File: src/vtsf_pkg.sv
// Types, codes and helper functions of the volume tent smoothing filter.
package vtsf_pkg;

  localparam int CNT_W = 25;
  localparam int NUM_W = 29;
  localparam int DEN_W = 14;
  localparam int ACC_W = 29;
  localparam int WSUM_W = 13;
  localparam int QUEUE_DEPTH = 2;

  localparam logic [1:0] ACT_STORE   = 2'd0;
  localparam logic [1:0] ACT_REQUEST = 2'd1;
  localparam logic [1:0] ACT_RESTART = 2'd2;

  localparam logic [1:0] STATUS_OK         = 2'd0;
  localparam logic [1:0] STATUS_NOT_LOADED = 2'd1;
  localparam logic [1:0] STATUS_EMITTED    = 2'd2;

  localparam logic [1:0] REG_SIZE_X       = 2'd0;
  localparam logic [1:0] REG_SIZE_Y       = 2'd1;
  localparam logic [1:0] REG_SIZE_Z       = 2'd2;
  localparam logic [1:0] REG_WINDOW_WIDTH = 2'd3;

  typedef enum logic [1:0] {
    CMD_STORE,
    CMD_REQUEST,
    CMD_RESTART
  } cmd_kind_e;

  typedef struct packed {
    logic [1:0]         action;
    logic signed [15:0] sample;
  } in_t;

  typedef struct packed {
    logic signed [15:0] smoothed;
    logic [1:0]         status;
    logic               last;
  } out_t;

  typedef struct packed {
    cmd_kind_e          kind;
    logic signed [15:0] sample;
  } cmd_t;

  typedef struct packed {
    logic [8:0] size_x;
    logic [8:0] size_y;
    logic [8:0] size_z;
    logic [2:0] window_width;
  } cfg_t;

  function automatic logic [8:0] eff_size(logic [8:0] s);
    logic [8:0] r;
    if (s == 9'd0) r = 9'd1;
    else if (s > 9'd256) r = 9'd256;
    else r = s;
    return r;
  endfunction

  function automatic logic [2:0] tent_weight(logic [2:0] k, logic [1:0] h);
    logic [2:0] hh;
    logic [2:0] d;
    hh = {1'b0, h};
    d = (hh > k) ? (hh - k) : (k - hh);
    return hh + 3'd1 - d;
  endfunction

endpackage

File: src/vtsf_front.sv
// Front end: accepts input beats and classifies them into commands.
module vtsf_front import vtsf_pkg::*; (
  input  logic clk_i,
  input  logic rst_ni,
  input  logic in_valid_i,
  output logic in_stall_o,
  input  in_t  in_data_i,
  input  logic q_full_i,
  output logic push_o,
  output cmd_t cmd_o
);

  logic cmd_valid_q, cmd_valid_d;
  cmd_t cmd_q, cmd_d;
  logic accept;
  logic known;

  assign push_o     = cmd_valid_q & ~q_full_i;
  assign in_stall_o = cmd_valid_q & q_full_i;
  assign accept     = in_valid_i & ~in_stall_o;
  assign cmd_o      = cmd_q;

  always_comb begin
    known = 1'b1;
    cmd_d = cmd_q;
    cmd_d.sample = in_data_i.sample;
    unique case (in_data_i.action)
      ACT_STORE:   cmd_d.kind = CMD_STORE;
      ACT_REQUEST: cmd_d.kind = CMD_REQUEST;
      ACT_RESTART: cmd_d.kind = CMD_RESTART;
      default: begin
        cmd_d.kind = CMD_STORE;
        known = 1'b0;
      end
    endcase
  end

  always_comb begin
    cmd_valid_d = cmd_valid_q;
    if (accept) begin
      cmd_valid_d = known;
    end else if (push_o) begin
      cmd_valid_d = 1'b0;
    end
  end

  always_ff @(posedge clk_i or negedge rst_ni) begin
    if (!rst_ni) begin
      cmd_valid_q <= 1'b0;
    end else begin
      cmd_valid_q <= cmd_valid_d;
    end
  end

  always_ff @(posedge clk_i) begin
    if (accept) begin
      cmd_q <= cmd_d;
    end
  end

endmodule

File: config.mk
export PLATFORM = sky130hd
export DESIGN_NAME = vtsf_front
export DESIGN_NICKNAME = d
export VERILOG_FILES = /design/src/vtsf_pkg.sv /design/src/vtsf_front.sv
export SDC_FILE = /design/constraint.sdc
export NUM_CORES = 1
export LEC_CHECK = 0
export BUFFER_PORTS_ARGS = -buffer_cell sky130_fd_sc_hd__buf_2
export CORE_MARGIN = 1.5
export CORE_UTILIZATION = 34
export DETAILED_ROUTE_END_ITERATION = 10
export PLACE_DENSITY_LB_ADDON = 0.05
export SYNTH_ARGS = -nofsm -noshare
export SYNTH_HDL_FRONTEND = slang
export SYNTH_SLANG_ARGS = --single-unit
File: constraint.sdc
create_clock -name clk_i -period 1.8 [get_ports clk_i]
set_input_delay 0.27 -clock clk_i [delete_from_list [all_inputs] [get_ports clk_i]]
set_output_delay 0.27 -clock clk_i [all_outputs]
set_load 0.005 [all_outputs]
==> Yosys cells after proc, flatten, opt, wreduce, memory -nomap -nowiden <==
Index checks and enable logic that the tools add are counted.
{ "classes": {"n_mux": 4, "addsub": 0, "div": 0, "shifts": 0, "eq_ne": 2, "bitwise": 5, "n_mul": 0, "n_reduce_logical": 3, "magnitude_cmp": 0} }
{ "ops": {"columns": ["cell", "n"], "rows": [
  ["case mux 2 bit (2 select lines)", 1],
  ["bitwise AND 1 bit", 3],
  ["2-to-1 mux 1 bit", 3],
  ["OR reduction 3 bit", 1],
  ["== test 2 x 1 -> 1 bit, second input constant", 1],
  ["== test 2 bit, second input constant", 1],
  ["logical NOT 2 bit", 1],
  ["inverter 1 bit", 2],
  ["nonzero test 2 bit", 1]
]} }
{ "word_totals": {"latchBits": 0, "mem_count": 0, "ram_bits": 0, "in_bits": 22, "out_inout_bits": 20, "reg_bits": 19, "romBits": 0} }

==> Depth between registers and ports, before layout <==
Gate-level depths: netlist (run 1).
{ "depth": {"word_depth": 4, "ltp_mapped": 2} }

==> Worst setup path before layout (run 1) <==
Ideal clock, no wire load.
{ "synth_path": {"path_type": "flip-flop to flip-flop", "startpoint": "reg cmd_valid_q", "endpoint": "reg cmd_q, in the netlist cmd_o[0], enable pin", "path_stages_with_launch": 3, "arrival_ns": 1.352, "setup_slack_ns": 0.053, "setup_ns": 0.395, "n_path_buf": 0, "synth_period_minus_slack_ns": 1.747, "path_cell_list": "dfrtp_1 and2_4 nor2b_1"} }
{ "synth_between": {"elab_chain_cells": 3} }
{ "synth_lines": {"columns": ["item", "line_no", "source"], "rows": [
  ["from (decl)", "vtsf_front.sv:13", "logic cmd_valid_q, cmd_valid_d;"],
  ["from (signal assigned)", "vtsf_front.sv:51", "cmd_valid_q <= cmd_valid_d;"],
  ["bitwise AND 1 bit", "vtsf_front.sv:19", "assign in_stall_o = cmd_valid_q & q_full_i;"],
  ["via in_stall_o", "vtsf_front.sv:6", "output logic in_stall_o,"],
  ["inverter 1 bit", "vtsf_front.sv:20", "assign accept = in_valid_i & ~in_stall_o;"],
  ["bitwise AND 1 bit", "vtsf_front.sv:20", null],
  ["via accept", "vtsf_front.sv:15", "logic accept;"],
  ["to (signal assigned)", "vtsf_front.sv:57", "cmd_q <= cmd_d;"],
  ["to (decl)", "vtsf_front.sv:14", "cmd_t cmd_q, cmd_d;"]
]} }
The timed path passes the listed nets, and every way through them passes these cells.
A chain may end at the register's enable or synchronous reset.

==> Final worst setup path (run 1) <==
{ "layout_path": {"startpoint": "reg cmd_valid_q", "endpoint": "out in_stall_o"} }
{ "layout_between": {"elab_chain_cells": 1} }
{ "layout_lines": {"columns": ["item", "line_no"], "rows": [
  ["bitwise AND 1 bit", "vtsf_front.sv:19"],
  ["to (decl)", "vtsf_front.sv:6"]
]} }
No other way between the ends.

==> flow_metrics.tcl, run 1 <==
set metrics [dict create \
    diodes 0 \
    yosys_warnings 0 \
    ys_seq_area_share_pct 92.6 \
    slew_violations 0 \
    num-fill-cells 155 \
    cts_resized 0 \
    ios 42 \
    slew_headroom_pct 90.3 \
    cts.sinks 19 \
    ys_top_cells_by_area "edfxtp_1 (89%), dfrtp_1 (4.1%), nor2b_1 (4.1%)" \
    grt_max_degree 13 \
    run_status "completed" \
    antenna_found_initial 0 \
    drive_gt1_share_pct 63.5 \
    crit_slowest_cell "dfrtp_1" \
    finalWorstSetupSlack_ns 0.586 \
    cts_max_level 1 \
    first_iter_violations 2 \
    synth_nets 48 \
    synth_cell_types 6 \
    cts_tree "done" \
    clkLatencyLatePin_ns 0.28 \
    stdcell_area_um2 898 \
    cp_data_required_time_ns 1.53 \
    cts_max_path_buffers 2 \
    cp_max_fo 3 \
    fin_util_pct 52.6 \
    antenna_left 0 \
    io_buffers 41 \
    synth_top_area_cell "edfxtp_1" \
    grt-ovfl-total 0 \
    finClkSkew_ns 0.00148 \
    pre_cts_ws_ns 0.616 \
    setup_violations 0 \
    power.density_nw_per_um2 886 \
    vias 392 \
    syn_inst 26 \
    synth.cell_area_um2 611 \
    cp_data_arrival_time_ns 0.94 \
    post-route-period-util_pct 67.4 \
    p_leak_nw 0.399 \
    avgSynthCellArea_um2 23.5 \
    grt_pass1_vias 299 \
    placed_area_um2 862 \
    ys_ff_latch 19 \
    cts_root_buf "clkbuf_4" \
    hold_violations 0 \
    syn_to_final_growth_pct 47.1 \
    core_area_um2 1710 \
    hold_path_class "input port to flip-flop" \
    firstDrtPassIters 2 \
    post_cts_buffers 0 \
    cap_violations 0 \
    clkTransAtPathRegs_ns 0.09 \
    drc 0 \
    cp-end-kind "primary output" \
    die_w_um 45.4 \
    dieArea_um2 2060 \
    critPathBufInv 1 \
    totalPowerFinal_mw 0.796 \
    synth_top_area_share_pct 88.5 \
    vias_per_cell 3.96 \
    critPathKind "flip-flop to primary output" \
    place.gp.congestion 0.606 \
    cts_buffers 3 \
    worstMarginPinSlew_ns 0.145 \
    cp_top_family "flip-flops" \
    num_rows 15 \
    initial_core_util_pct 35.8 \
    irDropWorstVdd_v 0.000502 \
    hold_buffers 1 \
    post-route-min-period_ns 1.21 \
    rsz0062_at_grt "false" \
    gr-usage-all-layers_pct 8.26 \
    tns_ns 0 \
    die_h_um 45.4 \
    cp_cell_sequence "and2_4 -> buf_2" \
    wl_um 875 \
    nNetsFinal 97 \
    start_kind "flip-flop" \
    max_clock_freq_mhz 824 \
    max_stage_delay_ns 0.38 \
    wl_per_cell_um 8.84 \
    grt_pass1_wl_um 1080 \
]
Yosys cell counts (all sizes together):
cell type   n
dfrtp       1
and2        1
edfxtp     18
nor2b       4
a21o        1
nand2       1
stage by stage:
step,cells,hold WS (ns)
after detailed placement,94,0.0475
after CTS,99,0.140
after global placement,94,0.0463
after global routing,99,0.123
final,99,0.157
after floorplan,26,-0.0256
cell type report:
class / instances / area [µm²] / area share (%)
repair buffers: 44 / 230 / 25.6
flip-flops and latches: 19 / 566 / 63.0
well taps: 25 / 31.3 / 3.48
clock buffers: 4 / 26.3 / 2.92
multi-input cells: 7 / 45.0 / 5.01
per-layer routing:
metal	global-route usage, %	wire length, µm	part of all wire (%)
met5	0	0	0
met4	5.29	0	0
met3	6.35	93	11
met2	11.4	435	50
met1	8.68	346	40
registers in the layout (all words and copies together) (netlist names):
signal,flops
cmd_o,18
cmd_valid_q,1
cell families (layout without fill, tap and decap cells):
kind of cell           after synthesis  after routing  synth area share (%)
AO/OA/AOI/OAI                        1              1                  1.23
buffers and inverters                0             48                     0
flip-flops                          19             19                  92.6
AND/OR/NAND/NOR                      6              6                  6.15
final timing paths:
path / startpoint / slack, ns / cells past startpoint / end
hold / removal: in_data_i[5] / 0.16 / 1 / cmd_o[5]$_DFFE_PP_
hold reg to reg: cmd_valid_q$_DFFE_PN0P_ / 0.60 / 2 / cmd_valid_q$_DFFE_PN0P_
setup reg to reg: cmd_valid_q$_DFFE_PN0P_ / 0.62 / 3 / cmd_o[7]$_DFFE_PP_
max in group asynchronous: rst_ni / 1.44 / 2 / cmd_valid_q$_DFFE_PN0P_
min in group asynchronous: rst_ni / 0.28 / 2 / cmd_valid_q$_DFFE_PN0P_
setup / recovery: cmd_valid_q$_DFFE_PN0P_ / 0.59 / 2 / in_stall_o
cells in the final DEF (no fill, tap or decap):
| cell | n |
|---|---|
| buf_2 | 41 |
| edfxtp_1 | 18 |
| nor2b_1 | 4 |
| clkbuf_4 | 3 |
| buf_4 | 2 |
| and2_4 | 1 |
| nand2_1 | 1 |
| a21o_1 | 1 |
| clkbuf_1 | 1 |
| dfrtp_1 | 1 |
| dlygate4sd3_1 | 1 |
power by group:
group | internal (mW) | switching (mW) | total [mW]
Clock | 0.0859 | 0.112 | 0.198
Sequential | 0.515 | 0.00541 | 0.521
Combinational | 0.0441 | 0.0325 | 0.0767
No activity file was read; power rests on OpenSTA's default activity.
==> run 2, diff against run 1 <==
ABC_AREA = 1   (was unset)
CORE_UTILIZATION = 35   (was 34)
clock period = 1.02 ns   (was 1.8 ns; I/O delays follow)
==> flow_metrics.tcl, run 2 <==
set metrics [dict create \
    run_status "complete, but fails checks" \
    violations "setup timing" \
    die_w_um 45.1 \
    final_cell_mix "buf_2 (40), edfxtp_1 (18), inv_1 (4)" \
    num_rows 15 \
    synth-main-ff-cell "edfxtp_1" \
    cts_max_path_buffers 2 \
    min_from "in_data_i[0]" \
    r2r_cells 4 \
    cp_cell_sequence "nand2_2 -> inv_2 -> buf_6" \
    pre_cts_ws_ns -0.0293 \
    ios 42 \
    post-route-min-period_ns 1.08 \
    min_to "cmd_o[0]$_DFFE_PP_" \
    max_clock_freq_mhz 926 \
    async_flop_share_pct 5.26 \
    clkTransAtPathRegs_ns 0.10 \
    finClkSkew_ns 0.000647 \
    hold_violations 0 \
    avgSynthCellArea_um2 19.4 \
    cap_violations 0 \
    synth_edf_count 18 \
    synth.most_common_cell "edfxtp_1" \
    first_iter_violations 10 \
    fin_hold_ws_ns 0.0378 \
    start_kind "flip-flop" \
    pwr-share-comb_pct 10.8 \
    initial_core_util_pct 36.7 \
    cts_buffers 3 \
    irDropWorstVdd_v 0.000929 \
    internal_power_mw 1.14 \
    drive_gt1_share_pct 62.5 \
    yosys_warnings 0 \
    cp_data_required_time_ns 0.87 \
    cp_data_arrival_time_ns 0.93 \
    stdcell_area_um2 922 \
    vias 405 \
    cp-end-kind "primary output" \
    crit_slowest_cell "dfrtp_1" \
    switchingPower_mw 0.282 \
    final_cells 97 \
    die_h_um 45.1 \
    fin_util_pct 54.6 \
    seqPwrFrac_pct 64.7 \
    final_common_cell "buf_2" \
    ys_ff_latch 19 \
    dieArea_um2 2030 \
    num-fill-cells 137 \
    antenna_found_initial 0 \
    cp_top_family "flip-flops" \
    cts_tree "done" \
    power_frac_clock_pct 24.5 \
    cp_max_fo 2 \
    rsz0062_at_grt "true" \
    post-route-period-util_pct 106 \
    r2r_slack_ns -0.05 \
    synth_common_cells "edfxtp_1 (18), inv_1 (4), nand2_1 (3), nor2_1 (3)" \
    synth_cell_types 8 \
    grt_max_degree 19 \
    max_stage_delay_ns 0.40 \
    io_buffers 41 \
    nNetsFinal 103 \
    swShare_pct 19.8 \
    drc 0 \
    ys_top_cells_by_area "edfxtp_1 (87%), dfrtp_1 (4.0%), inv_1 (2.4%)" \
    hold_path_class "input port to flip-flop" \
    worstMarginPinSlew_ns 0.0964 \
    firstDrtPassIters 4 \
    tns_ns -0.957 \
    slew_headroom_pct 93.6 \
    wl_per_cell_um 9.43 \
    place.gp.congestion 0.632 \
    slew_violations 0 \
    power.density_nw_per_um2 1540 \
    antenna_left 0 \
    critPathBufInv 2 \
    synth.cell_area_um2 619 \
    synth_nets 54 \
    grt-ovfl-total 0 \
    wl_um 915 \
    cts_root_buf "clkbuf_4" \
    grt_pass1_vias 342 \
    hpwl_um 712 \
    placed_area_um2 871 \
    synth_top_area_share_pct 87.3 \
    cts.sinks 19 \
    critPathKind "flip-flop to primary output" \
    synth_top_area_cell "edfxtp_1" \
    setup_violations 20 \
    p_leak_nw 0.433 \
    syn_inst 32 \
    largest_reg_flops 18 \
    gr-usage-all-layers_pct 9.87 \
    core_area_um2 1690 \
    crit-reg2reg-capture "cmd_o[1]$_DFFE_PP_" \
    hold_depth 1 \
    ys_seq_area_share_pct 91.3 \
    grt_pass1_wl_um 1350 \
    totalPowerFinal_mw 1.42 \
    syn_to_final_growth_pct 48.9 \
    cts_max_level 1 \
    dpl.cell_count 91 \
    diodes 0 \
    vias_per_cell 4.18 \
    finalWorstSetupSlack_ns -0.0595 \
    clkLatencyLatePin_ns 0.28 \
    rr_startpoint "cmd_valid_q$_DFFE_PN0P_" \
]
==> run 2: cell count changes after synthesis, sizes merged <==
cell and delta:
inv +5, nor2 +4, nor2b -4, nand2 +3
a21o -1, and2 -1
==> run 2: final cells by class <==
class | count | area [µm²] | share of cell area (%)
inverter | 5 | 18.8 | 2.04
clock inverter | 1 | 5.00 | 0.543
timing repair buffer | 44 | 249 | 27.0
clock buffer | 3 | 22.5 | 2.44
sequential | 19 | 566 | 61.3
tap | 17 | 21.3 | 2.31
multi-input combinational | 8 | 40.0 | 4.34
==> run 2: power groups by stage <==
| stage | Combinational, mW | Clock, mW | Sequential (mW) |
|---|---|---|---|
| floorplan | 0.0343 | 0 | 0.947 |
| global placement | 0.146 | 0 | 0.939 |
| detailed placement | 0.145 | 0 | 0.939 |
| CTS | 0.148 | 0.374 | 0.921 |
| global route | 0.172 | 0.407 | 0.925 |
| finish | 0.154 | 0.349 | 0.920 |
==> run 2: repair_timing <==
action / in CTS / in global routing
endpoints found under the hold margin: 1 / 0
gates resized for setup: 0 / 1
buffers inserted: 0 / 1
gates cloned: 0 / 0
pin swaps: 1 / 1
endpoints found under the setup margin: 20 / 20
hold buffers: 1 / 0
==> run 2: how the worst max path moves through the flow <==
| stage | from | end | slack (ns) | cells after the start |
|---|---|---|---|---|
| 2_1_floorplan | cmd_valid_q$_DFFE_PN0P_ | cmd_o[0]$_DFFE_PP_ | -0.13 | 3 |
| 3_3_place_gp | cmd_valid_q$_DFFE_PN0P_ | cmd_o[0]$_DFFE_PP_ | -0.01 | 4 |
| 3_5_place_dp | cmd_valid_q$_DFFE_PN0P_ | cmd_o[0]$_DFFE_PP_ | -0.03 | 4 |
| 4_1_cts | cmd_valid_q$_DFFE_PN0P_ | in_stall_o | -0.07 | 3 |
| 5_1_grt | cmd_valid_q$_DFFE_PN0P_ | in_stall_o | -0.12 | 3 |
| 6_report | cmd_valid_q$_DFFE_PN0P_ | in_stall_o | -0.06 | 3 |
==> run 2: worst register-to-register path, stage by stage (launching register included) <==
cell and delay, ns:
dfrtp_1 0.40, nand2_2 0.08, inv_2 0.06, nor2_4 0.10
buf_12 0.16
==> run 2: cell families (layout without fill, tap and decap cells) <==
kind of cell	after synthesis	after routing	synth area share (%)
flip-flops	19	19	91.3
AND/OR/NAND/NOR	8	8	5.66
buffers and inverters	5	53	3.03
==> run 2: per-layer routing <==
layer,part of all wire (%),vias to the layer above,GRT usage [%]
li1,-,207,-
met1,36,176,9.46
met2,55,22,17.7
met3,9.2,0,4.00
met4,0,0,5.29
met5,0,-,0
==> run 3, diff against run 2 <==
clock period = 0.9 ns   (was 1.02 ns; I/O delays follow)
==> flow_metrics.tcl, run 3 (synthesis gave the netlist of run 2 again) <==
set metrics [dict create \
    die_w_um 45.1 \
    clkTransAtPathRegs_ns 0.10 \
    cts_max_level 1 \
    num-fill-cells 132 \
    die_h_um 45.1 \
    critPathBufInv 2 \
    nNetsFinal 109 \
    vias_per_cell 4.17 \
    register_area_um2 566 \
    gr-usage-all-layers_pct 9.87 \
    cp_data_required_time_ns 0.91 \
    cts_max_path_buffers 2 \
    power.density_nw_per_um2 1660 \
    finClkSkew_ns 0.000916 \
    cts.sinks 19 \
    antenna_left 0 \
    cts_root_buf "clkbuf_4" \
    fin_util_pct 58.1 \
    cp_data_arrival_time_ns 1.07 \
    pwr-share-comb_pct 11.9 \
    post-route-period-util_pct 119 \
    ios 42 \
    worstMarginPinSlew_ns 0.0963 \
    largest_reg_flops 18 \
    p_leak_nw 0.458 \
    grt-ovfl-total 0 \
    io_buffers 41 \
    irDropWorstVdd_v 0.00108 \
    cp_top_family "flip-flops" \
    internal_power_mw 1.31 \
    hpwl_um 712 \
    cp_cell_sequence "nand2_2 -> inv_2 -> nor2_4 -> buf_12" \
    max_clock_freq_mhz 936 \
    finalWorstSetupSlack_ns -0.168 \
    wl_per_cell_um 9.28 \
    seqPwrFrac_pct 63.8 \
    diodes 0 \
    critPathKind "flip-flop to flip-flop" \
    syn_to_final_growth_pct 58.6 \
    core_area_um2 1690 \
    wl_um 956 \
    hold_violations 0 \
    drc 0 \
    initial_core_util_pct 36.7 \
    final_cell_mix "buf_2 (40), edfxtp_1 (18), dlygate4sd3_1 (7), inv_1 (4)" \
    drive_gt1_share_pct 58.1 \
    setup_violations 38 \
    cts_tree "done" \
    grt_max_degree 19 \
    slew_headroom_pct 93.6 \
    clkLatencyLatePin_ns 0.28 \
    cap_violations 0 \
    rsz0062_at_grt "true" \
    swShare_pct 19.9 \
    first_iter_violations 8 \
    cp-end-kind "flip-flop" \
    dieArea_um2 2030 \
    hold_path_class "input port to flip-flop" \
    post-route-min-period_ns 1.07 \
    place.gp.congestion 0.632 \
    cts_buffers 3 \
    switchingPower_mw 0.325 \
    grt_pass1_wl_um 1350 \
    cp_max_fo 18 \
    firstDrtPassIters 2 \
    power_frac_clock_pct 24.3 \
    max_stage_delay_ns 0.40 \
    num_rows 15 \
    run_status "complete, but fails checks" \
    slew_violations 0 \
    r2r_slack_ns -0.17 \
    vias 429 \
    grt_pass1_vias 342 \
    antenna_found_initial 0 \
    violations "setup timing" \
    multi_input_area_um2 40.0 \
    crit_slowest_cell "dfrtp_1" \
    final_common_cell "buf_2" \
    start_kind "flip-flop" \
    pre_cts_ws_ns -0.149 \
]
-- run 3: cell types whose count changed in the layout (fill, tap and decap cells not counted) --
cell and delta:
dlygate4sd3_1 +6
-- run 3: repair_timing --
| item | 4_1_cts | 5_1_grt |
|---|---|---|
| setup buffers | 0 | 1 |
| endpoints found under the hold margin | 1 | 6 |
| hold buffers | 1 | 6 |
| resized for setup | 0 | 1 |
| setup endpoints to repair | 38 | 38 |
| pin swaps | 1 | 1 |
-- run 3: layer usage --
metal  up-vias  wire length (µm)  part of all wire, %  global-route usage (%)
met5         -                 0                    0                       0
met4         0                 0                    0                    5.29
met3         0                82                  8.6                    4.00
met2        22               525                   55                    17.7
met1       187               348                   36                    9.46
li1        220                 -                    -                       -
-- run 3: area by class of cell --
cell class	instances	share of cell area, %
tap	17	2.17
clock buffer	3	2.29
multi-input combinational	8	4.08
inverter	5	1.91
sequential	19	57.6
clock inverter	1	0.510
timing repair buffer	50	31.5
-- run 3: final timing paths --
path,cells after the start,start,end
max in group asynchronous,2,rst_ni,cmd_valid_q$_DFFE_PN0P_
hold / removal,1,in_data_i[5],cmd_o[5]$_DFFE_PP_
setup reg to reg,4,cmd_valid_q$_DFFE_PN0P_,cmd_o[16]$_DFFE_PP_
min in group asynchronous,2,rst_ni,cmd_valid_q$_DFFE_PN0P_
hold reg to reg,3,cmd_valid_q$_DFFE_PN0P_,cmd_valid_q$_DFFE_PN0P_
setup / recovery,4,cmd_valid_q$_DFFE_PN0P_,cmd_o[16]$_DFFE_PP_
-- run 3: power by group through the flow --
stage          combinational (mW)  clock, mW  sequential, mW
2_1_floorplan              0.0389          0            1.07
3_5_place_dp                0.164          0            1.06
3_3_place_gp                0.166          0            1.06
5_1_grt                     0.216      0.461            1.05
6_report                    0.194      0.397            1.04
4_1_cts                     0.168      0.424            1.04
-- run 3: stage by stage --
stage / power [mW] / setup TNS [ns] / hold slack, ns / instances / area (µm²)
final: 1.63 / -3.56 / 0.0203 / 103 / 982
after CTS: 1.64 / -3.87 / 0.00411 / 96 / 908
after floorplan: 1.11 / -4.44 / -0.161 / 32 / 624
after global routing: 1.73 / -5.48 / 0.0000620 / 103 / 982
after global placement: 1.23 / -2.41 / -0.0906 / 91 / 871
after detailed placement: 1.23 / -2.68 / -0.0893 / 91 / 871
