===== config.mk =====
export PLATFORM = sky130hd
export DESIGN_NAME = vtsf_queue
export DESIGN_NICKNAME = d
export VERILOG_FILES = /design/src/vtsf_pkg.sv /design/src/vtsf_queue.sv
export SDC_FILE = /design/constraint.sdc
export NUM_CORES = 1
export LEC_CHECK = 0
export ABC_AREA = 1
export ABC_CLOCK_PERIOD_IN_PS = 3500
export BUFFER_PORTS_ARGS = -buffer_cell sky130_fd_sc_hd__buf_2
export CAP_MARGIN = 20
export CORE_MARGIN = 1
export CORE_UTILIZATION = 45
export CTS_CLUSTER_SIZE = 10
export DETAILED_ROUTE_END_ITERATION = 6
export PLACE_DENSITY = 0.7
export SETUP_SLACK_MARGIN = 0.2
export SYNTH_ARGS = -nofsm -noshare
export SYNTH_HDL_FRONTEND = slang
export SYNTH_SLANG_ARGS = --single-unit

===== constraint.sdc =====
create_clock -name clk_i -period 3.5 [get_ports clk_i]
set_clock_uncertainty 0.2 [all_clocks]
set_input_delay 0 -clock clk_i [delete_from_list [all_inputs] [get_ports clk_i]]
set_output_delay 0 -clock clk_i [all_outputs]
set_load 0.005 [all_outputs]

===== src/vtsf_pkg.sv =====
// Types, codes and helper functions of the volume tent smoothing filter.
package vtsf_pkg;

  localparam int CNT_W = 25;
  localparam int NUM_W = 29;
  localparam int DEN_W = 14;
  localparam int ACC_W = 29;
  localparam int WSUM_W = 13;
  localparam int QUEUE_DEPTH = 2;

  localparam logic [1:0] ACT_STORE   = 2'd0;
  localparam logic [1:0] ACT_REQUEST = 2'd1;
  localparam logic [1:0] ACT_RESTART = 2'd2;

  localparam logic [1:0] STATUS_OK         = 2'd0;
  localparam logic [1:0] STATUS_NOT_LOADED = 2'd1;
  localparam logic [1:0] STATUS_EMITTED    = 2'd2;

  localparam logic [1:0] REG_SIZE_X       = 2'd0;
  localparam logic [1:0] REG_SIZE_Y       = 2'd1;
  localparam logic [1:0] REG_SIZE_Z       = 2'd2;
  localparam logic [1:0] REG_WINDOW_WIDTH = 2'd3;

  typedef enum logic [1:0] {
    CMD_STORE,
    CMD_REQUEST,
    CMD_RESTART
  } cmd_kind_e;

  typedef struct packed {
    logic [1:0]         action;
    logic signed [15:0] sample;
  } in_t;

  typedef struct packed {
    logic signed [15:0] smoothed;
    logic [1:0]         status;
    logic               last;
  } out_t;

  typedef struct packed {
    cmd_kind_e          kind;
    logic signed [15:0] sample;
  } cmd_t;

  typedef struct packed {
    logic [8:0] size_x;
    logic [8:0] size_y;
    logic [8:0] size_z;
    logic [2:0] window_width;
  } cfg_t;

  function automatic logic [8:0] eff_size(logic [8:0] s);
    logic [8:0] r;
    if (s == 9'd0) r = 9'd1;
    else if (s > 9'd256) r = 9'd256;
    else r = s;
    return r;
  endfunction

  function automatic logic [2:0] tent_weight(logic [2:0] k, logic [1:0] h);
    logic [2:0] hh;
    logic [2:0] d;
    hh = {1'b0, h};
    d = (hh > k) ? (hh - k) : (k - hh);
    return hh + 3'd1 - d;
  endfunction

endpackage


===== src/vtsf_queue.sv =====
// Short command queue between front end and back end.
module vtsf_queue import vtsf_pkg::*; (
  input  logic clk_i,
  input  logic rst_ni,
  input  logic push_i,
  input  cmd_t data_i,
  output logic full_o,
  input  logic pop_i,
  output logic valid_o,
  output cmd_t data_o
);

  localparam int PW = $clog2(QUEUE_DEPTH);
  localparam int FW = $clog2(QUEUE_DEPTH + 1);

  cmd_t            ent_q [QUEUE_DEPTH];
  logic [PW-1:0]   wr_q, wr_d, rd_q, rd_d;
  logic [FW-1:0]   fill_q, fill_d;

  assign full_o  = (fill_q == FW'(QUEUE_DEPTH));
  assign valid_o = (fill_q != '0);
  assign data_o  = ent_q[rd_q];

  always_comb begin
    wr_d   = push_i ? wr_q + PW'(1) : wr_q;
    rd_d   = pop_i ? rd_q + PW'(1) : rd_q;
    fill_d = fill_q + FW'(push_i) - FW'(pop_i);
  end

  always_ff @(posedge clk_i or negedge rst_ni) begin
    if (!rst_ni) begin
      wr_q   <= '0;
      rd_q   <= '0;
      fill_q <= '0;
    end else begin
      wr_q   <= wr_d;
      rd_q   <= rd_d;
      fill_q <= fill_d;
    end
  end

  always_ff @(posedge clk_i) begin
    if (push_i) begin
      ent_q[wr_q] <= data_i;
    end
  end

endmodule


**Word-level counts from Yosys, hierarchy flattened**

Memory sizes are Yosys's and may differ from the RTL's.
Index checks and enable logic that the tools add are counted.

- Multipliers: 0
- $add $sub $neg: 4
- Divide/modulo/power cells: 0
- Reductions and logical operators: 1
- Shift-type cells: 0
- Bitwise operators: 0
- Muxes and demuxes: 2
- $lt $le $gt $ge: 0
- Equal/unequal tests: 1

Operator list:

| cell | count |
|---|---|
| 1-bit adder, second input constant | 2 |
| 2-bit by 1-bit adder with 2-bit output | 1 |
| 2-bit equality test, second input constant | 1 |
| 1-bit 2-to-1 mux | 2 |
| 2-bit nonzero test | 1 |
| 2-bit by 1-bit subtractor with 2-bit output | 1 |

- Input port bits: 22
- Memories kept: 1
- Output and inout port bits: 20
- ROM bits: 0
- Bits in writable memories: 36
- Bits in registers: 4
- Bits in latches: 0
- Logic and storage cells: 12

Memory list:

| memory | words | width | read ports | clocked after Yosys merged registers in | wr ports | RTL line | text |
|---|---|---|---|---|---|---|---|
| ent_q | 2 | 18 | 1 | 0 | 1 | vtsf_queue.sv:16 | `cmd_t ent_q [QUEUE_DEPTH];` |

**Depth between registers and ports, before layout**

Gate-level depths: netlist (run 1).

- Word-level depth: 2
- Depth in mapped cells: 7
- Depth with buffers taken out: 7

**Least setup slack after synthesis (run 1)**

Ideal clock, no wire load.

- Path type: register to register
- Start point: register wr_q
- End point: memory ent_q[0][0] (netlist bit) (enable)
- Period minus slack after synthesis: 1.779 ns
- Buffers on the path: 0
- Data required time: 2.907 ns
- Cell stages (with the launch flop): 2
- Slack: 1.721 ns
- Library setup time: 0.393 ns
- Arrival time: 1.186 ns
- Path through: dfrtp_1 > nor2_1

RTL lines:

| item | RTL line | text |
|---|---|---|
| start: declaration | vtsf_queue.sv:17 | `logic [PW-1:0] wr_q, wr_d, rd_q, rd_d;` |
| start signal: assignment | vtsf_queue.sv:36 | `wr_q <= wr_d;` |
| end: declaration | vtsf_queue.sv:16 |  |

No word-level cell before the write port.

==> results.txt, run 1 <==
Layout cells sized above 1 - 0.326
Area Overhead vs Synth - 31.2%
Global route total overflow - 0
N_diodes - 0
Met2 WL - 1.30 mm
Post-synth cell types - 12
IO Pins - 42
Cell area after layout - 2130 um^2
Cells along the critical path - buf_4 -> nand2_1 -> o21ai_2 -> buf_2
Run status - completed
ANT nets after route - 0
Cell Area, Placed - 1830 um^2
Setup ws final - 1.58 ns
Crit start category - register
Port bufs - 41
CP top delay family - flip-flops
Maximum vdd drop - 0.000347 V
Critical Path Start - rd_q
Gate Count Post-Synth - 119
Critical-path top delay cell - dfrtp_1
CP Data Arrival Time - 1.72 ns
Crit path kind - reg2out
Clock Tree Buf Depth - 2
Slew HR - 0.404
Setup-failing EPs final - 0
Ys Warns - 0
Hold Slack - 0.174 ns
# clock sinks - 40
Setup WS pre-CTS - 1.78 ns
Clk_lat worst skew - 0.34 ns
Final period util - 0.547
Placer Congestion - 0.636
Initial core utilization - 0.478
Max FO, Critical Path - 20
Clock slew at reported path FFs - 0.11 ns
Sequential fraction of the synthesis area - 0.728
Met1 WL - 1.03 mm
Flop and latch count out of synthesis - 40
Worst path max stage delay - 0.71 ns
Htree depth - 2
Initial antenna violation count - 0
Worst Tran Pin Value - 0.892 ns
Layout Nets - 210
Leakage - 0.000947 uW
Total track usage - 0.148
Die Span X - 62.0 um
Die footprint - 3850 um^2
WL final - 2.51 mm
Hold crit path type - in2reg
Hpwl dp - 1.69 mm
Vias/cell - 4.44
Hold path start - data_i[17]
Root Driver - clkbuf_4
Post-route DRC - 0
Core box area - 3390 um^2
Area of the multi-input gates - 287 um^2
Highest clock rate - 522 MHz
Via count - 1,034
Largest net degree at the start of global routing - 21
Vias in the first global route - 891
Top Metal Used - met4
Layout fillers - 269
Critical path capture point type - output pin
Detailed Routing Iterations Pass 1 - 4
Storage element area - 1180 um^2
Sum Neg Setup Slack - 0 ns
Mapped Area - 1620 um^2
Final hold viol count - 0
CP Buf/Inv Count - 2
Metal3 WL - 133 um
Chip Height - 62.0 um
Num rows - 21
Final Critical Period - 1.92 ns
TritonCTS clock tree - done
Final Max Slew Viols - 0
RSZ-0062 raised after global routing - no
Max_cap viols - 0
Worst EP required - 3.30 ns
Iteration-0 DRC Markers - 22
RR Startpoint - wr_q
PwrDens - 667 nW/um^2
Synthesized net count - 143
First-pass GRT wire length - 3.78 mm
Avg Cell Area, Syn - 13.6 um^2
WL per Instance - 10.8 um
Tot Pwr - 1420 uW
Inserted Clock Buffers - 5
# Post-CTS Setup Buffers - 0
-- power breakdown --
part	leakage (uW)	internal, uW	switching [uW]
registers	0.000385	640	58.2
clock network	0.0000403	146	137
logic	0.000522	195	242
-- state kept, by name (all words and copies together), names as in the netlist --
name	cells
ent_q	36
wr_q	1
fill_q	2
rd_q	1
-- routing by layer --
metal  vias up  global-route usage
li1        527                   -
met2        26               0.249
met5         -                   0
met1       474               0.159
met3         7              0.0642
met4         0              0.0762
-- worst paths after layout --
path | endpoint | slack, ns | cells after the start
setup reg to reg | ent_q[0][6] | 1.79 | 1
hold reg to reg | wr_q | 0.33 | 1
hold / removal | ent_q[1][17] | 0.17 | 2
min in group asynchronous | fill_q[0] | 0.36 | 3
setup / recovery | data_o[2] | 1.58 | 4
max in group asynchronous | wr_q | 2.57 | 3
-- cell families (layout without fill, tap and decap cells) --
family | after synthesis | count (layout) | share of synthesized area
and+or+nand+nor | 28 | 28 | 0.0656
DFF | 40 | 40 | 0.728
adders and majority gates | 2 | 2 | 0.0154
AOI/OAI and AO/OA | 18 | 18 | 0.0833
xor gates and xnor gates | 2 | 2 | 0.0108
buffers and inverters | 29 | 97 | 0.0965
-- cell usage in the layout, fill, tap and decap left out, drive strengths merged --
cell / n
buf: 42
edfxtp: 36
inv: 25
nand2: 25
dlygate4sd3: 22
o21ai: 18
clkbuf: 5
dfrtp: 4
xor2: 2
ha: 2
clkinv: 2
nor2: 2
nand3: 1
bufinv: 1
-- cell type report --
class / count / share of cell area
clock buffers: 5 / 0.0176
clock inverters: 3 / 0.0176
inverters: 25 / 0.0441
multi-input cells: 50 / 0.135
flip-flops and latches: 40 / 0.555
well taps: 46 / 0.0271
repair buffers: 64 / 0.204
-- per-stage QoR --
stage	instances	util
final	233	0.628
after global routing	233	0.628
after CTS	233	0.628
after detailed placement	203	0.540
after global placement	203	0.540
after floorplan	119	-
-- synth_stat cells --
cell,number,area [um^2]
xor2_1,2,17.5
buf_12,2,40.0
nand2_1,25,93.8
nand3_1,1,5.00
inv_1,25,93.8
edfxtp_1,36,1080
buf_6,2,22.5
o21ai_0,6,30.0
ha_1,2,25.0
dfrtp_1,4,100
nor2_1,2,7.51
o21ai_2,12,105
-- timing repair --
item | 4_1_cts | 5_1_grt
endpoints found under the hold margin | 44 | 0
hold buffers | 22 | 0
gates resized for setup | 0 | 0
No activity file was read; power rests on OpenSTA's default activity.
==> run 2, diff against run 1 <==
--- a/config.mk
+++ b/config.mk
@@ -6,7 +6,7 @@
 export NUM_CORES = 1
 export LEC_CHECK = 0
 export ABC_AREA = 1
-export ABC_CLOCK_PERIOD_IN_PS = 3500
+export ABC_CLOCK_PERIOD_IN_PS = 1860
 export BUFFER_PORTS_ARGS = -buffer_cell sky130_fd_sc_hd__buf_2
 export CAP_MARGIN = 20
 export CORE_MARGIN = 1
==> constraint.sdc (replaced) <==
create_clock -name clk_i -period 1.86 [get_ports clk_i]
set_clock_uncertainty 0.2 [all_clocks]
set_input_delay 0 -clock clk_i [delete_from_list [all_inputs] [get_ports clk_i]]
set_output_delay 0 -clock clk_i [all_outputs]
set_load 0.005 [all_outputs]
==> run 2 against run 1 <==
Compared with the run above: via count down 0.87%; cell count up 2.1%; register-to-register slack got worse by 1.4 ns; non-clock buffer count rose by 5; critical path type unchanged.
==> results.txt, run 2 (synthesis gave the netlist of run 1 again) <==
CP Buf/Inv Count - 2 (unchanged)
Area Overhead vs Synth - 33.1%
Total track usage - 0.169 (+0.0210)
Cell Area, Placed - 1870 um^2 (+2.0%)
Setup WS pre-CTS - 0.416 ns (-1.37 ns)
Max reg flops - 36 (unchanged)
Inserted Clock Buffers - 5 (unchanged)
Critical-path top delay cell - dfrtp_1
Layout cells sized above 1 - 0.349 (+0.0228)
ANT nets after route - 0 (unchanged)
Crit start category - register
Layout fillers - 259 (-3.7%)
Highest clock rate - 671 MHz
Vias/cell - 4.31 (-3.0%)
Clk_lat worst skew - 0.33 ns (about the same)
Hpwl dp - 1.89 mm (+12%)
Crit path kind - reg2out
Setup-failing EPs final - 0 (unchanged)
Num rows - 21 (unchanged)
# clock sinks - 40 (unchanged)
Via count - 1,025 (-0.87%)
Commonest non-fill, non-tap cells in the layout - 41 x buf_2, 36 x edfxtp_1, 25 x inv_1, 25 x nand2_1, 22 x dlygate4sd3_1
Core box area - 3390 um^2 (unchanged)
Final hold viol count - 0 (unchanged)
Critical path capture point type - output pin
Chip Height - 62.0 um (unchanged)
Sum Neg Setup Slack - 0 ns (unchanged)
Max_cap viols - 0 (unchanged)
Clock Tree Buf Depth - 2 (unchanged)
# hold bufs at CTS - 22 (unchanged)
Die footprint - 3850 um^2 (unchanged)
Biggest regs - ent_q: 36 flops, fill_q: 2 flops
Cells resized by post-CTS repair - 0 (unchanged)
TritonCTS clock tree - done
WL final - 2.81 mm (+12%)
Final period util - 0.801
Commonest non-fill, non-tap cell in the layout - buf_2
Post-route DRC - 0 (unchanged)
Largest net degree at the start of global routing - 23 (+9.5%)
Iteration-0 DRC Markers - 34 (+55%)
Initial core utilization - 0.478 (unchanged)
Global route total overflow - 0 (unchanged)
Maximum vdd drop - 0.000814 V (+130%)
Hold crit path type - in2reg
Htree depth - 2 (unchanged)
Cell area after layout - 2160 um^2 (+1.5%)
Worst path max stage delay - 0.36 ns (-0.35 ns)
Max FO, Critical Path - 22 (+10%)
Initial antenna violation count - 0 (unchanged)
Final Max Slew Viols - 0 (unchanged)
CP top delay family - buffers and inverters
CP Data Arrival Time - 1.29 ns (-0.43 ns)
Worst EP required - 1.66 ns (-1.64 ns)
# Post-CTS Setup Buffers - 0 (unchanged)
WL per Instance - 11.8 um (+9.7%)
Layout Nets - 215 (+2.4%)
Run status - completed
Reg-to-reg slack, setup - 0.43 ns (-1.36 ns)
Die Span X - 62.0 um (unchanged)
N_diodes - 0 (unchanged)
IO Pins - 42 (unchanged)
Cells along the critical path - buf_4 -> nand2_1 -> o21ai_2 -> buf_2
Vias in the first global route - 1,012 (+14%)
Setup ws final - 0.370 ns (-1.22 ns)
Port bufs - 41 (unchanged)
Final Critical Period - 1.49 ns
Detailed Routing Iterations Pass 1 - 4 (unchanged)
Placer Congestion - 0.612 (-3.9%)
Leakage - 0.000971 uW (+2.5%)
Slew HR - 0.787 (+0.382)
First-pass GRT wire length - 4.35 mm (+15%)
Clock slew at reported path FFs - 0.12 ns (about the same)
Worst Tran Pin Value - 0.319 ns (-0.573 ns)
PwrDens - 1240 nW/um^2 (+86%)
RSZ-0062 raised after global routing - no
Reg with most FFs - ent_q
Root Driver - clkbuf_4
## run 2: area by class of cell
| class | count | area [um^2] | share of cell area |
|---|---|---|---|
| Clock buffer | 8 | 68.8 | 0.0319 |
| Timing Repair Buffer | 69 | 470 | 0.218 |
| Multi-Input combinational cell | 50 | 287 | 0.133 |
| Sequential cell | 40 | 1180 | 0.547 |
| Inverter | 25 | 93.8 | 0.0435 |
| Tap cell | 46 | 57.6 | 0.0267 |
## run 2: layer usage
| metal | share of wire | wire (um) | GRT usage |
|---|---|---|---|
| met1 | 0.40 | 1120 | 0.180 |
| met2 | 0.56 | 1560 | 0.299 |
| met3 | 0.041 | 114 | 0.0683 |
| met4 | 0.0068 | 19 | 0.0667 |
| met5 | 0 | 0 | 0 |
## run 2: worst paths after layout
| kind | cells past startpoint | end | startpoint |
|---|---|---|---|
| setup / recovery | 4 | data_o[3] | rd_q |
| max in group asynchronous | 3 | wr_q | rst_ni |
| hold reg to reg | 1 | wr_q | wr_q |
| hold / removal | 2 | ent_q[1][3] | data_i[3] |
| setup reg to reg | 2 | ent_q[0][14] | wr_q |
| min in group asynchronous | 3 | fill_q[0] | rst_ni |
## run 2: report_power, final
| part | switching [uW] | internal, uW | total [uW] |
|---|---|---|---|
| Combinational | 522 | 412 | 934 |
| Clock | 264 | 223 | 486 |
| Sequential | 61.2 | 1200 | 1260 |
## run 2: metrics by stage
stage | total power (uW) | util | hold WS, ns | std cells
after floorplan | 1930 | - | -0.496 | 119
after global placement | 2150 | 0.551 | -0.392 | 208
after detailed placement | 2200 | 0.551 | -0.385 | 208
after CTS | 2720 | 0.637 | 0.155 | 238
after global routing | 2880 | 0.637 | 0.167 | 238
final | 2680 | 0.637 | 0.173 | 238
==> run 3, diff against run 2 <==
--- a/config.mk
+++ b/config.mk
@@ -6,7 +6,7 @@
 export NUM_CORES = 1
 export LEC_CHECK = 0
 export ABC_AREA = 1
-export ABC_CLOCK_PERIOD_IN_PS = 1860
+export ABC_CLOCK_PERIOD_IN_PS = 1480
 export BUFFER_PORTS_ARGS = -buffer_cell sky130_fd_sc_hd__buf_2
 export CAP_MARGIN = 20
 export CORE_MARGIN = 1
==> constraint.sdc (replaced) <==
create_clock -name clk_i -period 1.48 [get_ports clk_i]
set_clock_uncertainty 0.2 [all_clocks]
set_input_delay 0 -clock clk_i [delete_from_list [all_inputs] [get_ports clk_i]]
set_output_delay 0 -clock clk_i [all_outputs]
set_load 0.005 [all_outputs]
==> run 3 against run 2 <==
Compared with the run above: the run now ends with negative setup slack left; sequential cell count unchanged; sequential share of layout area decreased by 4.2 points; register-to-register slack lost 0.26 ns; sequential power is 29% higher; critical path depth decreased by 1; worst setup slack got worse by 0.38 ns; cell count rose by 2.5%; highest routed layer unchanged; combinational power grew 71%.
==> results.txt, run 3 (synthesis gave the netlist of run 1 again) <==
Run status - finished with violations
Failing checks - negative setup slack
PwrDens - 1670 nW/um^2 (+34%)
Largest net degree at the start of global routing - 37 (+61%)
Final hold viol count - 0 (unchanged)
Critical-path top delay cell - dfrtp_2
Vias/cell - 4.55 (+5.7%)
Final Critical Period - 1.49 ns
Die Span X - 62.0 um (unchanged)
Final Util - 0.691 (+0.0539)
Leakage - 0.00103 uW (+5.6%)
# clock sinks - 40 (unchanged)
Biggest regs - ent_q: 36 flops, fill_q: 2 flops
Setup ws final - -0.0118 ns (-0.381 ns)
Iteration-0 DRC Markers - 26 (-24%)
Initial antenna violation count - 0 (unchanged)
Clk_lat worst skew - 0.33 ns (about the same)
Layout cells sized above 1 - 0.434 (+0.0854)
Hpwl dp - 1.67 mm (-11%)
Final Max Slew Viols - 0 (unchanged)
Worst Tran Pin Value - 0.213 ns (-0.107 ns)
Min-Delay Path Depth - 2 (unchanged)
Non-Filler Instances - 244 (+2.5%)
Num rows - 21 (unchanged)
Clock Tree Buf Depth - 2 (unchanged)
Inserted Clock Buffers - 5 (unchanged)
Worst EP required - 1.28 ns (-0.38 ns)
IO Pins - 42 (unchanged)
Placed Cells - 206 (-0.96%)
WL final - 3.02 mm (+7.1%)
Vias in the first global route - 972 (-4.0%)
Commonest non-fill, non-tap cells in the layout - 41 x buf_2, 36 x edfxtp_1, 22 x dlygate4sd3_1
Highest clock rate - 670 MHz
Layout Nets - 221 (+2.8%)
Sum Neg Setup Slack - -0.0173 ns (-0.0173 ns)
Internal Pwr Total - 2680 uW (+46%)
Tot Pwr - 3910 uW (+46%)
Sequential power share - 0.416 (-0.055)
Maximum vdd drop - 0.000911 V (+12%)
Clock share of power - 0.175 (-0.006)
Critical path capture point type - output pin
Clock slew at reported path FFs - 0.11 ns (about the same)
Crit start category - register
ANT nets after route - 0 (unchanged)
RSZ-0062 raised after global routing - yes
TritonCTS clock tree - done
Detailed Routing Iterations Pass 1 - 4 (unchanged)
Root Driver - clkbuf_4
Placer Congestion - 0.623 (+1.8%)
Sw Pwr - 1230 uW (+45%)
Gate power share - 0.408 (+0.060)
Global route total overflow - 0 (unchanged)
Via count - 1,111 (+8.4%)
WL per Instance - 12.4 um (+4.5%)
Chip Height - 62.0 um (unchanged)
Max FO, Critical Path - 9 (-59%)
Setup-failing EPs final - 2 (+2)
CP Data Arrival Time - 1.29 ns (about the same)
Final period util - 1.01
Port bufs - 41 (unchanged)
Max_cap viols - 0 (unchanged)
Commonest non-fill, non-tap cell in the layout - buf_2
Cells along the critical path - clkbuf_16 -> o21ai_1 -> buf_2
Max reg flops - 36 (unchanged)
Htree depth - 2 (unchanged)
Layout fillers - 242 (-6.6%)
Hold crit path type - in2reg
N_diodes - 0 (unchanged)
Crit path kind - reg2out
Reg with most FFs - ent_q
Area Overhead vs Synth - 44.4%
Slew HR - 0.858 (+0.0709)
Area of the multi-input gates - 340 um^2 (+19%)
First-pass GRT wire length - 4.07 mm (-6.3%)
Storage element area - 1180 um^2 (+0.11%)
Worst path max stage delay - 0.49 ns (+0.13 ns)
R2R cell count - 4 (+2)
Die footprint - 3850 um^2 (unchanged)
Total track usage - 0.157 (-0.0126)
Initial core utilization - 0.478 (unchanged)
Post-route DRC - 0 (unchanged)
Sw frac - 0.315 (-0.00102)
Hold Slack - 0.173 ns (-0.0000840 ns)
Core box area - 3390 um^2 (unchanged)
run 3: cell types whose count changed in the layout (fill, tap and decap cells not counted), moves of 4 or more:
| cell | before | now |
|---|---|---|
| o21ai_0 | 6 | 0 |
| nand2_1 | 25 | 21 |
| buf_6 | 0 | 7 |
| inv_1 | 25 | 21 |
| buf_4 | 6 | 2 |
| o21ai_1 | 0 | 5 |
run 3: worst paths after layout:
| check | from | end | slack [ns] |
|---|---|---|---|
| min reg2reg | fill_q[1] | fill_q[1] | 0.41 |
| max reg2reg | wr_q | ent_q[1][8] | 0.17 |
| min | data_i[17] | ent_q[0][17] | 0.17 |
| min in group asynchronous | rst_ni | fill_q[0] | 0.35 |
| max | rd_q | data_o[10] | -0.01 |
| max in group asynchronous | rst_ni | rd_q | 0.54 |
run 3: layer usage:
metal,global-route usage,share of wire,up-vias
met5,0,0,-
met4,0.0762,0.021,0
met3,0.0580,0.059,9
met2,0.289,0.54,35
met1,0.153,0.38,521
li1,-,-,546
run 3: repair_timing:
item | in CTS | in global routing
hold buffers | 22 | 0
cloned | 0 | 2
setup buffers | 6 | 0
gates resized for setup | 5 | 21
endpoints found under the setup margin | 53 | 56
pin swaps | 1 | 6
endpoints found under the hold margin | 48 | 0
run 3: power groups by stage:
| stage | Combinational, uW | Clock, uW | Sequential [uW] |
|---|---|---|---|
| after CTS | 1360 | 701 | 1590 |
| after global placement | 1130 | 0 | 1610 |
| final | 1600 | 685 | 1630 |
| after detailed placement | 1160 | 0 | 1620 |
| after global routing | 1780 | 754 | 1650 |
| after floorplan | 842 | 0 | 1600 |
run 3: per-stage QoR:
stage	area (um^2)	worst slack (ns)
6_report	2340	-0.0118
5_1_grt	2340	-0.0607
4_1_cts	2240	0.00447
3_5_place_dp	1880	0.0618
3_3_place_gp	1880	0.117
2_1_floorplan	1640	0.194
run 3: cell type report:
class                   count  area share
flip-flops and latches     40       0.505
repair buffers             75       0.250
multi-input cells          50       0.145
inverters                  25      0.0428
well taps                  46      0.0246
clock buffers               6      0.0176
clock inverters             2      0.0150
run 3: worst max-delay path: cells and delay by family (launching register included):
kind | cells | cell delay, ns
flip-flops | 1 | 0.49
buffers and inverters | 2 | 0.32
AO/OA/AOI/OAI | 1 | 0.14
